### config.mk
export PLATFORM = sky130hd
export DESIGN_NAME = tiny_8bit_cpu_core
export DESIGN_NICKNAME = d
export VERILOG_FILES = /design/src/rtl/tcpu_pkg.sv /design/src/rtl/tcpu_alu.sv /design/src/rtl/tiny_8bit_cpu_core.sv
export SDC_FILE = /design/constraint.sdc
export NUM_CORES = 2
export LEC_CHECK = 0
export ABC_AREA = 1
export ABC_CLOCK_PERIOD_IN_PS = 12900
export BUFFER_PORTS_ARGS = -buffer_cell sky130_fd_sc_hd__buf_2
export CAP_MARGIN = 30
export CORE_ASPECT_RATIO = 0.7
export CORE_UTILIZATION = 30
export DETAILED_ROUTE_END_ITERATION = 16
export GPL_ROUTABILITY_DRIVEN = 0
export RECOVER_POWER = 50
export SYNTH_ARGS = -nofsm -noshare
export SYNTH_HDL_FRONTEND = slang
export SYNTH_SLANG_ARGS = --single-unit
### constraint.sdc
create_clock -name clock -period 12.9 [get_ports clock]
set_input_delay 2.58 -clock clock [delete_from_list [all_inputs] [get_ports clock]]
set_output_delay 2.58 -clock clock [all_outputs]
set_load 0.1 [all_outputs]
### src/rtl/tcpu_pkg.sv
// tcpu_pkg: instruction field codes, flag positions and shared types for
// the tiny 8-bit CPU core. No dependencies.
package tcpu_pkg;

   // Item codes
   localparam logic OP_LOAD = 1'b0;
   localparam logic OP_STEP = 1'b1;

   // Condition field, bits 7:6
   localparam logic [1:0] COND_ALWAYS = 2'd0;
   localparam logic [1:0] COND_Z      = 2'd1;
   localparam logic [1:0] COND_O      = 2'd2;
   localparam logic [1:0] COND_E      = 2'd3;

   // Class field, bits 5:4
   localparam logic [1:0] CLS_MOVE = 2'd0;
   localparam logic [1:0] CLS_ALU  = 2'd1;
   localparam logic [1:0] CLS_LDLO = 2'd2;
   localparam logic [1:0] CLS_LDHI = 2'd3;

   // Move class functions
   localparam logic [3:0] MV_RA   = 4'd0;
   localparam logic [3:0] MV_SA   = 4'd1;
   localparam logic [3:0] MV_RI   = 4'd2;
   localparam logic [3:0] MV_SI   = 4'd3;
   localparam logic [3:0] MV_RX   = 4'd4;
   localparam logic [3:0] MV_SX   = 4'd5;
   localparam logic [3:0] MV_RY   = 4'd6;
   localparam logic [3:0] MV_SY   = 4'd7;
   localparam logic [3:0] MV_RM   = 4'd8;
   localparam logic [3:0] MV_SM   = 4'd9;
   localparam logic [3:0] MV_RP   = 4'd10;
   localparam logic [3:0] MV_SP   = 4'd11;
   localparam logic [3:0] MV_CLR  = 4'd12;
   localparam logic [3:0] MV_SETE = 4'd13;
   localparam logic [3:0] MV_CLRE = 4'd14;
   localparam logic [3:0] MV_CLZO = 4'd15;

   // ALU functions
   localparam logic [3:0] ALU_ADD  = 4'd0;
   localparam logic [3:0] ALU_ADC  = 4'd1;
   localparam logic [3:0] ALU_SB   = 4'd2;
   localparam logic [3:0] ALU_SUB  = 4'd3;
   localparam logic [3:0] ALU_NOTX = 4'd4;
   localparam logic [3:0] ALU_X    = 4'd5;
   localparam logic [3:0] ALU_AND  = 4'd6;
   localparam logic [3:0] ALU_NAND = 4'd7;
   localparam logic [3:0] ALU_OR   = 4'd8;
   localparam logic [3:0] ALU_NOR  = 4'd9;
   localparam logic [3:0] ALU_XOR  = 4'd10;
   localparam logic [3:0] ALU_XNOR = 4'd11;
   localparam logic [3:0] ALU_SHR  = 4'd12;
   localparam logic [3:0] ALU_SHRH = 4'd13;
   localparam logic [3:0] ALU_SHL  = 4'd14;
   localparam logic [3:0] ALU_SHLL = 4'd15;

   // Flag bit positions within the Z/O/E vector
   localparam int FLAG_Z = 2;
   localparam int FLAG_O = 1;
   localparam int FLAG_E = 0;

   localparam int MEM_DEPTH = 256;

   typedef struct packed {
      logic [7:0] res;
      logic       ov;
   } alu_out_type;

endpackage

### src/rtl/tcpu_alu.sv
// tcpu_alu: 16-function ALU on X and Y with overflow flag.
// Depends on tcpu_pkg.
module tcpu_alu import tcpu_pkg::*; (
   input  logic [7:0]  x,
   input  logic [7:0]  y,
   input  logic [3:0]  fn,
   output alu_out_type result
);

   logic [8:0] sum;
   logic [7:0] y_op;
   logic [7:0] res;
   logic       ov;

   // subtract forms use the inverted operand, odd codes add one
   assign y_op = fn[1] ? ~y : y;
   assign sum  = {1'b0, x} + {1'b0, y_op} + {8'd0, fn[0]};

   always_comb begin
      res = 8'd0;
      ov  = 1'b0;
      case (fn)
         ALU_ADD, ALU_ADC, ALU_SB, ALU_SUB: begin
            res = sum[7:0];
            ov  = sum[8];
         end
         ALU_NOTX: res = ~x;
         ALU_X:    res = x;
         ALU_AND:  res = x & y;
         ALU_NAND: res = ~(x & y);
         ALU_OR:   res = x | y;
         ALU_NOR:  res = ~(x | y);
         ALU_XOR:  res = x ^ y;
         ALU_XNOR: res = ~(x ^ y);
         ALU_SHR:  res = {1'b0, x[7:1]};
         ALU_SHRH: begin
            res = {1'b1, x[7:1]};
            ov  = (x != 8'd0);
         end
         ALU_SHL:  res = {x[6:0], 1'b0};
         ALU_SHLL: begin
            res = {x[6:0], 1'b1};
            ov  = x[7];
         end
         default: res = 8'd0;
      endcase
      // logic and plain shift forms flag an all-ones result
      if (fn inside {[ALU_NOTX:ALU_SHR], ALU_SHL}) begin
         ov = (res == 8'hff);
      end
   end

   assign result = '{res: res, ov: ov};

endmodule

### src/rtl/tiny_8bit_cpu_core.sv
// tiny_8bit_cpu_core: top level of the 8-bit accumulator CPU.
// Depends on tcpu_pkg and tcpu_alu.
//
// Usage
//  - Request channel (req_*): one transfer is either a load (req_op = 0),
//    which writes req_load_data to memory at req_load_addr, or a step
//    (req_op = 1), which executes the instruction at the program counter.
//    req_port_in supplies the byte taken by a port read in that step.
//  - Response channel (rsp_*): exactly one transfer per request, in order,
//    carrying the halt state after the item and any port access it made.
//  - Path: a request is held in an input register, executed in one
//    combinational pass and lands in the output register; its response
//    can transfer from there when rsp_stall is low.
//  - Throughput: one item per cycle while rsp_stall is low. Fetch (mem[I])
//    and data (mem[A]) are read into registers one item ahead, at the next
//    I and A, with a same-cycle memory write bypassed into them.
//  - Stall: with rsp_stall high and a response waiting, one further request
//    is taken into the input register; after that req_stall is raised.
//  - Reset: synchronous, active high. Registers, flags and the halt state
//    clear; memory reads as zero through per-byte valid bits until written.
//  - Once the program counter steps past 255 the core halts; steps then
//    change nothing, loads still write memory.
module tiny_8bit_cpu_core import tcpu_pkg::*; (
   input  logic       clock,
   input  logic       reset,
   // request channel
   input  logic       req_valid,
   output logic       req_stall,
   input  logic       req_op,
   input  logic [7:0] req_load_addr,
   input  logic [7:0] req_load_data,
   input  logic [7:0] req_port_in,
   // response channel
   output logic       rsp_valid,
   input  logic       rsp_stall,
   output logic       rsp_halted_flag,
   output logic       rsp_port_write,
   output logic       rsp_port_read,
   output logic [7:0] rsp_port_addr,
   output logic [7:0] rsp_port_data
);

   // ---------------------------------------------------------------
   // Input register stage
   // ---------------------------------------------------------------
   logic       s1_valid_ff, s1_valid_in;
   logic       s1_op_ff;
   logic [7:0] s1_addr_ff, s1_data_ff, s1_port_ff;

   logic       rsp_valid_ff, rsp_valid_in;
   logic       out_free;   // output register can take a result this cycle
   logic       advance;    // input register item executes this cycle
   logic       req_take;

   assign out_free  = !rsp_valid_ff || !rsp_stall;
   assign advance   = s1_valid_ff && out_free;
   assign req_stall = s1_valid_ff && !out_free;
   assign req_take  = req_valid && !req_stall;

   always_comb begin
      s1_valid_in = s1_valid_ff;
      if (req_take) begin
         s1_valid_in = 1'b1;
      end else if (advance) begin
         s1_valid_in = 1'b0;
      end
   end

   always_ff @(posedge clock) begin
      if (reset) begin
         s1_valid_ff <= 1'b0;
      end else begin
         s1_valid_ff <= s1_valid_in;
      end
   end

   // payload, no reset needed
   always_ff @(posedge clock) begin
      if (req_take) begin
         s1_op_ff   <= req_op;
         s1_addr_ff <= req_load_addr;
         s1_data_ff <= req_load_data;
         s1_port_ff <= req_port_in;
      end
   end

   // ---------------------------------------------------------------
   // Architectural state
   // ---------------------------------------------------------------
   logic [7:0] mem_ff [MEM_DEPTH];
   logic [MEM_DEPTH-1:0] mem_vld_ff;   // unwritten bytes read as zero

   logic [7:0] r_ff, r_in;
   logic [7:0] pc_ff, pc_in;
   logic [7:0] a_ff, a_in;
   logic [7:0] x_ff, x_in;
   logic [7:0] y_ff, y_in;
   logic [2:0] flags_ff, flags_in;
   logic       halt_ff, halt_in;

   // mem[I] and mem[A], read one item ahead
   logic [7:0] inst_ff, mdata_ff;

   logic       mem_we;
   logic [7:0] mem_waddr, mem_wdata;

   logic [7:0] inst, mem_data;
   logic [1:0] cond, cls;
   logic [3:0] lo;
   logic       run;

   logic       pw, pr;
   logic [7:0] paddr, pdata;

   alu_out_type alu_res;

   assign inst     = inst_ff;
   assign mem_data = mdata_ff;
   assign cond     = inst[7:6];
   assign cls      = inst[5:4];
   assign lo       = inst[3:0];

   tcpu_alu u_alu (
      .x      (x_ff),
      .y      (y_ff),
      .fn     (lo),
      .result (alu_res)
   );

   always_comb begin
      case (cond)
         COND_ALWAYS: run = 1'b1;
         COND_Z:      run = flags_ff[FLAG_Z];
         COND_O:      run = flags_ff[FLAG_O];
         COND_E:      run = flags_ff[FLAG_E];
         default:     run = 1'b0;
      endcase
   end

   // single execution pass for the item in the input register
   always_comb begin
      r_in      = r_ff;
      pc_in     = pc_ff;
      a_in      = a_ff;
      x_in      = x_ff;
      y_in      = y_ff;
      flags_in  = flags_ff;
      halt_in   = halt_ff;
      mem_we    = 1'b0;
      mem_waddr = s1_addr_ff;
      mem_wdata = s1_data_ff;
      pw        = 1'b0;
      pr        = 1'b0;
      paddr     = 8'd0;
      pdata     = 8'd0;

      if (s1_op_ff == OP_LOAD) begin
         mem_we = 1'b1;
      end else if (!halt_ff) begin
         if (run) begin
            case (cls)
               CLS_MOVE: begin
                  case (lo)
                     MV_RA:   r_in = a_ff;
                     MV_SA:   a_in = r_ff;
                     MV_RI:   r_in = pc_ff;
                     MV_SI:   r_in = r_ff;   // jump handled below
                     MV_RX:   r_in = x_ff;
                     MV_SX:   x_in = r_ff;
                     MV_RY:   r_in = y_ff;
                     MV_SY:   y_in = r_ff;
                     MV_RM:   r_in = mem_data;
                     MV_SM: begin
                        mem_we    = 1'b1;
                        mem_waddr = a_ff;
                        mem_wdata = r_ff;
                     end
                     MV_RP: begin
                        pr    = 1'b1;
                        paddr = a_ff;
                        r_in  = s1_port_ff;
                     end
                     MV_SP: begin
                        pw    = 1'b1;
                        paddr = a_ff;
                        pdata = r_ff;
                     end
                     MV_CLR:  flags_in = 3'b000;
                     MV_SETE: flags_in[FLAG_E] = 1'b1;
                     MV_CLRE: flags_in[FLAG_E] = 1'b0;
                     MV_CLZO: begin
                        flags_in[FLAG_Z] = 1'b0;
                        flags_in[FLAG_O] = 1'b0;
                     end
                     default: r_in = r_ff;
                  endcase
               end
               CLS_ALU: begin
                  r_in             = alu_res.res;
                  flags_in[FLAG_Z] = (alu_res.res == 8'd0);
                  flags_in[FLAG_O] = alu_res.ov;
               end
               CLS_LDLO: r_in = {r_ff[7:4], lo};
               CLS_LDHI: r_in = {lo, r_ff[3:0]};
               default:  r_in = r_ff;
            endcase
         end

         // jump does not increment, so it never halts
         if (run && cls == CLS_MOVE && lo == MV_SI) begin
            pc_in = r_ff;
         end else begin
            pc_in = pc_ff + 8'd1;
            if (pc_ff == 8'hff) begin
               halt_in = 1'b1;
            end
         end
      end
   end

   always_ff @(posedge clock) begin
      if (reset) begin
         r_ff     <= 8'd0;
         pc_ff    <= 8'd0;
         a_ff     <= 8'd0;
         x_ff     <= 8'd0;
         y_ff     <= 8'd0;
         flags_ff <= 3'd0;
         halt_ff  <= 1'b0;
      end else if (advance) begin
         r_ff     <= r_in;
         pc_ff    <= pc_in;
         a_ff     <= a_in;
         x_ff     <= x_in;
         y_ff     <= y_in;
         flags_ff <= flags_in;
         halt_ff  <= halt_in;
      end
   end

   // memory contents, no reset; valid bits stand in for the zero fill
   always_ff @(posedge clock) begin
      if (advance && mem_we) begin
         mem_ff[mem_waddr] <= mem_wdata;
      end
   end

   always_ff @(posedge clock) begin
      if (reset) begin
         mem_vld_ff <= '0;
      end else if (advance && mem_we) begin
         mem_vld_ff[mem_waddr] <= 1'b1;
      end
   end

   // registered reads at the next I and A; a write in the same cycle
   // to the same byte is passed straight through
   always_ff @(posedge clock) begin
      if (reset) begin
         inst_ff  <= 8'd0;
         mdata_ff <= 8'd0;
      end else if (advance) begin
         if (mem_we && mem_waddr == pc_in) begin
            inst_ff <= mem_wdata;
         end else if (mem_vld_ff[pc_in]) begin
            inst_ff <= mem_ff[pc_in];
         end else begin
            inst_ff <= 8'd0;
         end
         if (mem_we && mem_waddr == a_in) begin
            mdata_ff <= mem_wdata;
         end else if (mem_vld_ff[a_in]) begin
            mdata_ff <= mem_ff[a_in];
         end else begin
            mdata_ff <= 8'd0;
         end
      end
   end

   // ---------------------------------------------------------------
   // Output register
   // ---------------------------------------------------------------
   logic       halted_ff, pw_ff, pr_ff;
   logic [7:0] paddr_ff, pdata_ff;

   always_comb begin
      rsp_valid_in = rsp_valid_ff;
      if (advance) begin
         rsp_valid_in = 1'b1;
      end else if (!rsp_stall) begin
         rsp_valid_in = 1'b0;
      end
   end

   always_ff @(posedge clock) begin
      if (reset) begin
         rsp_valid_ff <= 1'b0;
      end else begin
         rsp_valid_ff <= rsp_valid_in;
      end
   end

   always_ff @(posedge clock) begin
      if (advance) begin
         halted_ff <= halt_in;
         pw_ff     <= pw;
         pr_ff     <= pr;
         paddr_ff  <= paddr;
         pdata_ff  <= pdata;
      end
   end

   assign rsp_valid       = rsp_valid_ff;
   assign rsp_halted_flag = halted_ff;
   assign rsp_port_write  = pw_ff;
   assign rsp_port_read   = pr_ff;
   assign rsp_port_addr   = paddr_ff;
   assign rsp_port_data   = pdata_ff;

endmodule
==> impl_metrics.py <==
metrics = {
    "run_status": {
        "status": "finished with violations",
        "violations": "capacitance limit, slew limit",
    },
    "floorplan": {
        "die_h_um": 540,
        "start_util_pct": 30.1,
        "dieWidth_um": 770,
        "io_pins": 50,
        "die_area_um2": 415000,
        "rows": 197,
        "design.core.area_um2": 411000,
    },
    "routing": {
        "wl_per_cell_um": 25.0,
        "vias": 107000,
        "drt-pass1-iter-count": 13,
        "via_per_inst": 5.70,
        "ant_nets": 0,
        "routed_wl_um": 470000,
        "drcViolationCount": 0,
        "dr.first_iter.drc_count": 17100,
    },
    "global_routing": {
        "grt.overflow.total": 0,
        "grt_pass1_wl_um": 674000,
        "grt_use_total_pct": 21.5,
        "grt_pass1_vias": 96300,
        "grt_max_degree": 208,
        "antenna_found_initial": 23,
    },
    "clock_network": {
        "cts_made_buffers": 226,
        "clockRootBuffer": "clkbuf_16",
        "clk_pin_slew_ns": 0.07,
        "clock_latency_ns": 0.94,
        "post_cts_buffers": 0,
        "cts_tree": "yes",
        "cts-htree-levels": 4,
        "cts_resized": 0,
        "cts.sinks": 2410,
        "clockBufferDepth": 4,
        "hold_buffers": 0,
    },
    "logic_synthesis": {
        "avgSynthCellArea_um2": 9.12,
        "synth-edff-count": 2092,
        "yosysMostFrequentCell": "nand3_1",
        "yosys-top-cells-count": "nand3_1, nand2_1, edfxtp_1",
        "synth-main-ff-cell": "edfxtp_1",
        "netlist_instances": 13600,
        "synth_top_area_share_pct": 50.7,
        "yosysUniqueCellTypes": 51,
        "async_reset_ff_share_pct": 0,
        "syn_area_um2": 124000,
        "yosys.area.top_type": "edfxtp_1",
        "synth-seq-cells": 2410,
        "synth_area_leaders": "edfxtp_1, nand3_1, o211ai_1",
        "seq_area_frac_synth_pct": 55.9,
        "syn_nets": 13600,
        "yosysWarnings": 0,
    },
    "sta": {
        "whs_ns": 0.468,
        "finalSetupTns_ns": 0,
        "maxSlewHeadroom_pct": -221,
        "worstMarginPinSlew_ns": 4.81,
        "period_needed_ns": 9.55,
        "rsz0062_at_grt": "false",
        "skew_ns": 0.0608,
        "slew_violations": 1191,
        "fin_crit_sh_pct": 74.0,
        "hold_viol": 0,
        "fin_ws_ns": 3.35,
        "setup_viol_count_final": 0,
        "max_freq_mhz": 105,
    },
    "finish": {
        "fill_cells": 41700,
        "reg_top3": "mem_ff: 2048 flops, mem_vld_ff: 256 flops",
        "largest_register": "mem_ff",
        "drive_gt1_share_pct": 5.64,
        "fin_area_um2": 137000,
        "nets": 13200,
        "largest_register_ffs": 2048,
        "area_growth_pct": 10.4,
    },
    "placed_design": {
        "pre_cts_slack_ns": 6.35,
        "placed_area_um2": 130000,
        "dpl.hpwl_um": 278000,
        "portBuffers": 49,
    },
    "critical_path": {
        "start_kind": "flop",
        "end_kind": "flop",
        "cp.arrival_ns": 10.06,
        "worstSetupPathType": "reg2reg",
        "cp.required_ns": 13.41,
        "rr_worst_depth": 8,
        "cp_max_fo": 153,
    },
    "flow_run": {
        "cap_violations": 27,
    },
    "power_and_ir_drop": {
        "power.density_nw_per_um2": 136,
        "ir_worst_vdd_mv": 0.115,
        "p_leak_uw": 0.0472,
    },
    "worst_hold_path": {
        "hold_depth": 2,
        "hold_path_class": "reg2reg",
    },
}
==> final timing paths <==
path	startpoint	endpoint	slack, ns
hold reg to reg	flags_ff[1]$_SDFFE_PP0P_	flags_ff[1]$_SDFFE_PP0P_	0.47
setup reg to reg	inst[1]$_SDFFE_PP0P_	mem_ff[245][3]$_DFFE_PP_	3.35
hold / removal	flags_ff[1]$_SDFFE_PP0P_	flags_ff[1]$_SDFFE_PP0P_	0.47
setup / recovery	inst[1]$_SDFFE_PP0P_	mem_ff[245][3]$_DFFE_PP_	3.35
==> routing by layer <==
metal / share of wire (%) / up-vias / global-route usage [%] / wire (um)
met5: 0.091 / - / 0.932 / 426
li1: - / 47100 / - / -
met4: 3.3 / 26 / 6.82 / 15700
met2: 39 / 7602 / 28.3 / 182000
met1: 42 / 51400 / 31.7 / 197000
met3: 16 / 992 / 8.36 / 75400
==> logic make-up (layout without fill, tap and decap cells) <==
| group | Yosys count | count (layout) | share of synthesized area, % |
|---|---|---|---|
| compound gates | 2442 | 2442 | 13.7 |
| xor+xnor | 18 | 18 | 0.127 |
| fa+ha+maj | 26 | 26 | 0.275 |
| buf+inv | 2408 | 2143 | 8.05 |
| flops | 2410 | 2410 | 55.9 |
| other cells | 0 | 11 | 0 |
| simple gates | 6274 | 6274 | 22.0 |
==> final cells by class <==
class,count,area (um^2),area share [%]
multi-input combinational,8760,44900,32.8
clock buffer,309,6370,4.66
antenna,11,27.5,0.0201
inverter,1297,4920,3.60
timing repair buffer,430,3420,2.50
tap,5472,6850,5.01
clock inverter,107,1090,0.800
sequential,2410,69200,50.6
==> critical path: stages (launching register included) <==
cell      delay (ns)
dfxtp_1         0.62
inv_1           0.27
nand2_1         0.12
nor2_1          0.63
nand3_1         1.31
o21ai_4         0.50
clkbuf_1        1.94
clkbuf_1        2.56
buf_12          0.40
==> per-stage QoR <==
step	std cells	util [%]	total power, uW
after global routing	18800	33.3	19100
after global placement	18200	31.2	11600
after floorplan	13600	-	10600
final	18800	33.3	18700
after CTS	18800	33.3	18500
after detailed placement	18400	31.5	11600
==> placed cells by master, fill, tap and decap left out, types with 11 or more instances in the layout <==
master,n
clkinv_2,50
nand2_1,2556
buf_2,19
clkbuf_8,29
nor2_1,1045
dfxtp_1,318
ha_1,24
a41oi_1,13
clkbuf_1,145
o221ai_1,90
clkinv_1,29
inv_2,14
o21ai_1,31
bufinv_16,21
nand3b_1,66
buf_6,42
o21ai_4,14
buf_4,236
xor2_1,15
edfxtp_1,2092
a21oi_1,129
nand3_1,2562
clkbuf_16,231
a221oi_1,20
o22ai_1,19
o21bai_1,68
o211ai_1,1608
inv_1,1267
o21ai_0,429
buf_12,28
diode_2,11
==> power breakdown <==
group	switching (uW)	total (uW)	internal, uW
registers	28.6	8530	8500
logic	2320	3060	737
clock network	3190	7060	3870
(Power assumes the default switching activity.)
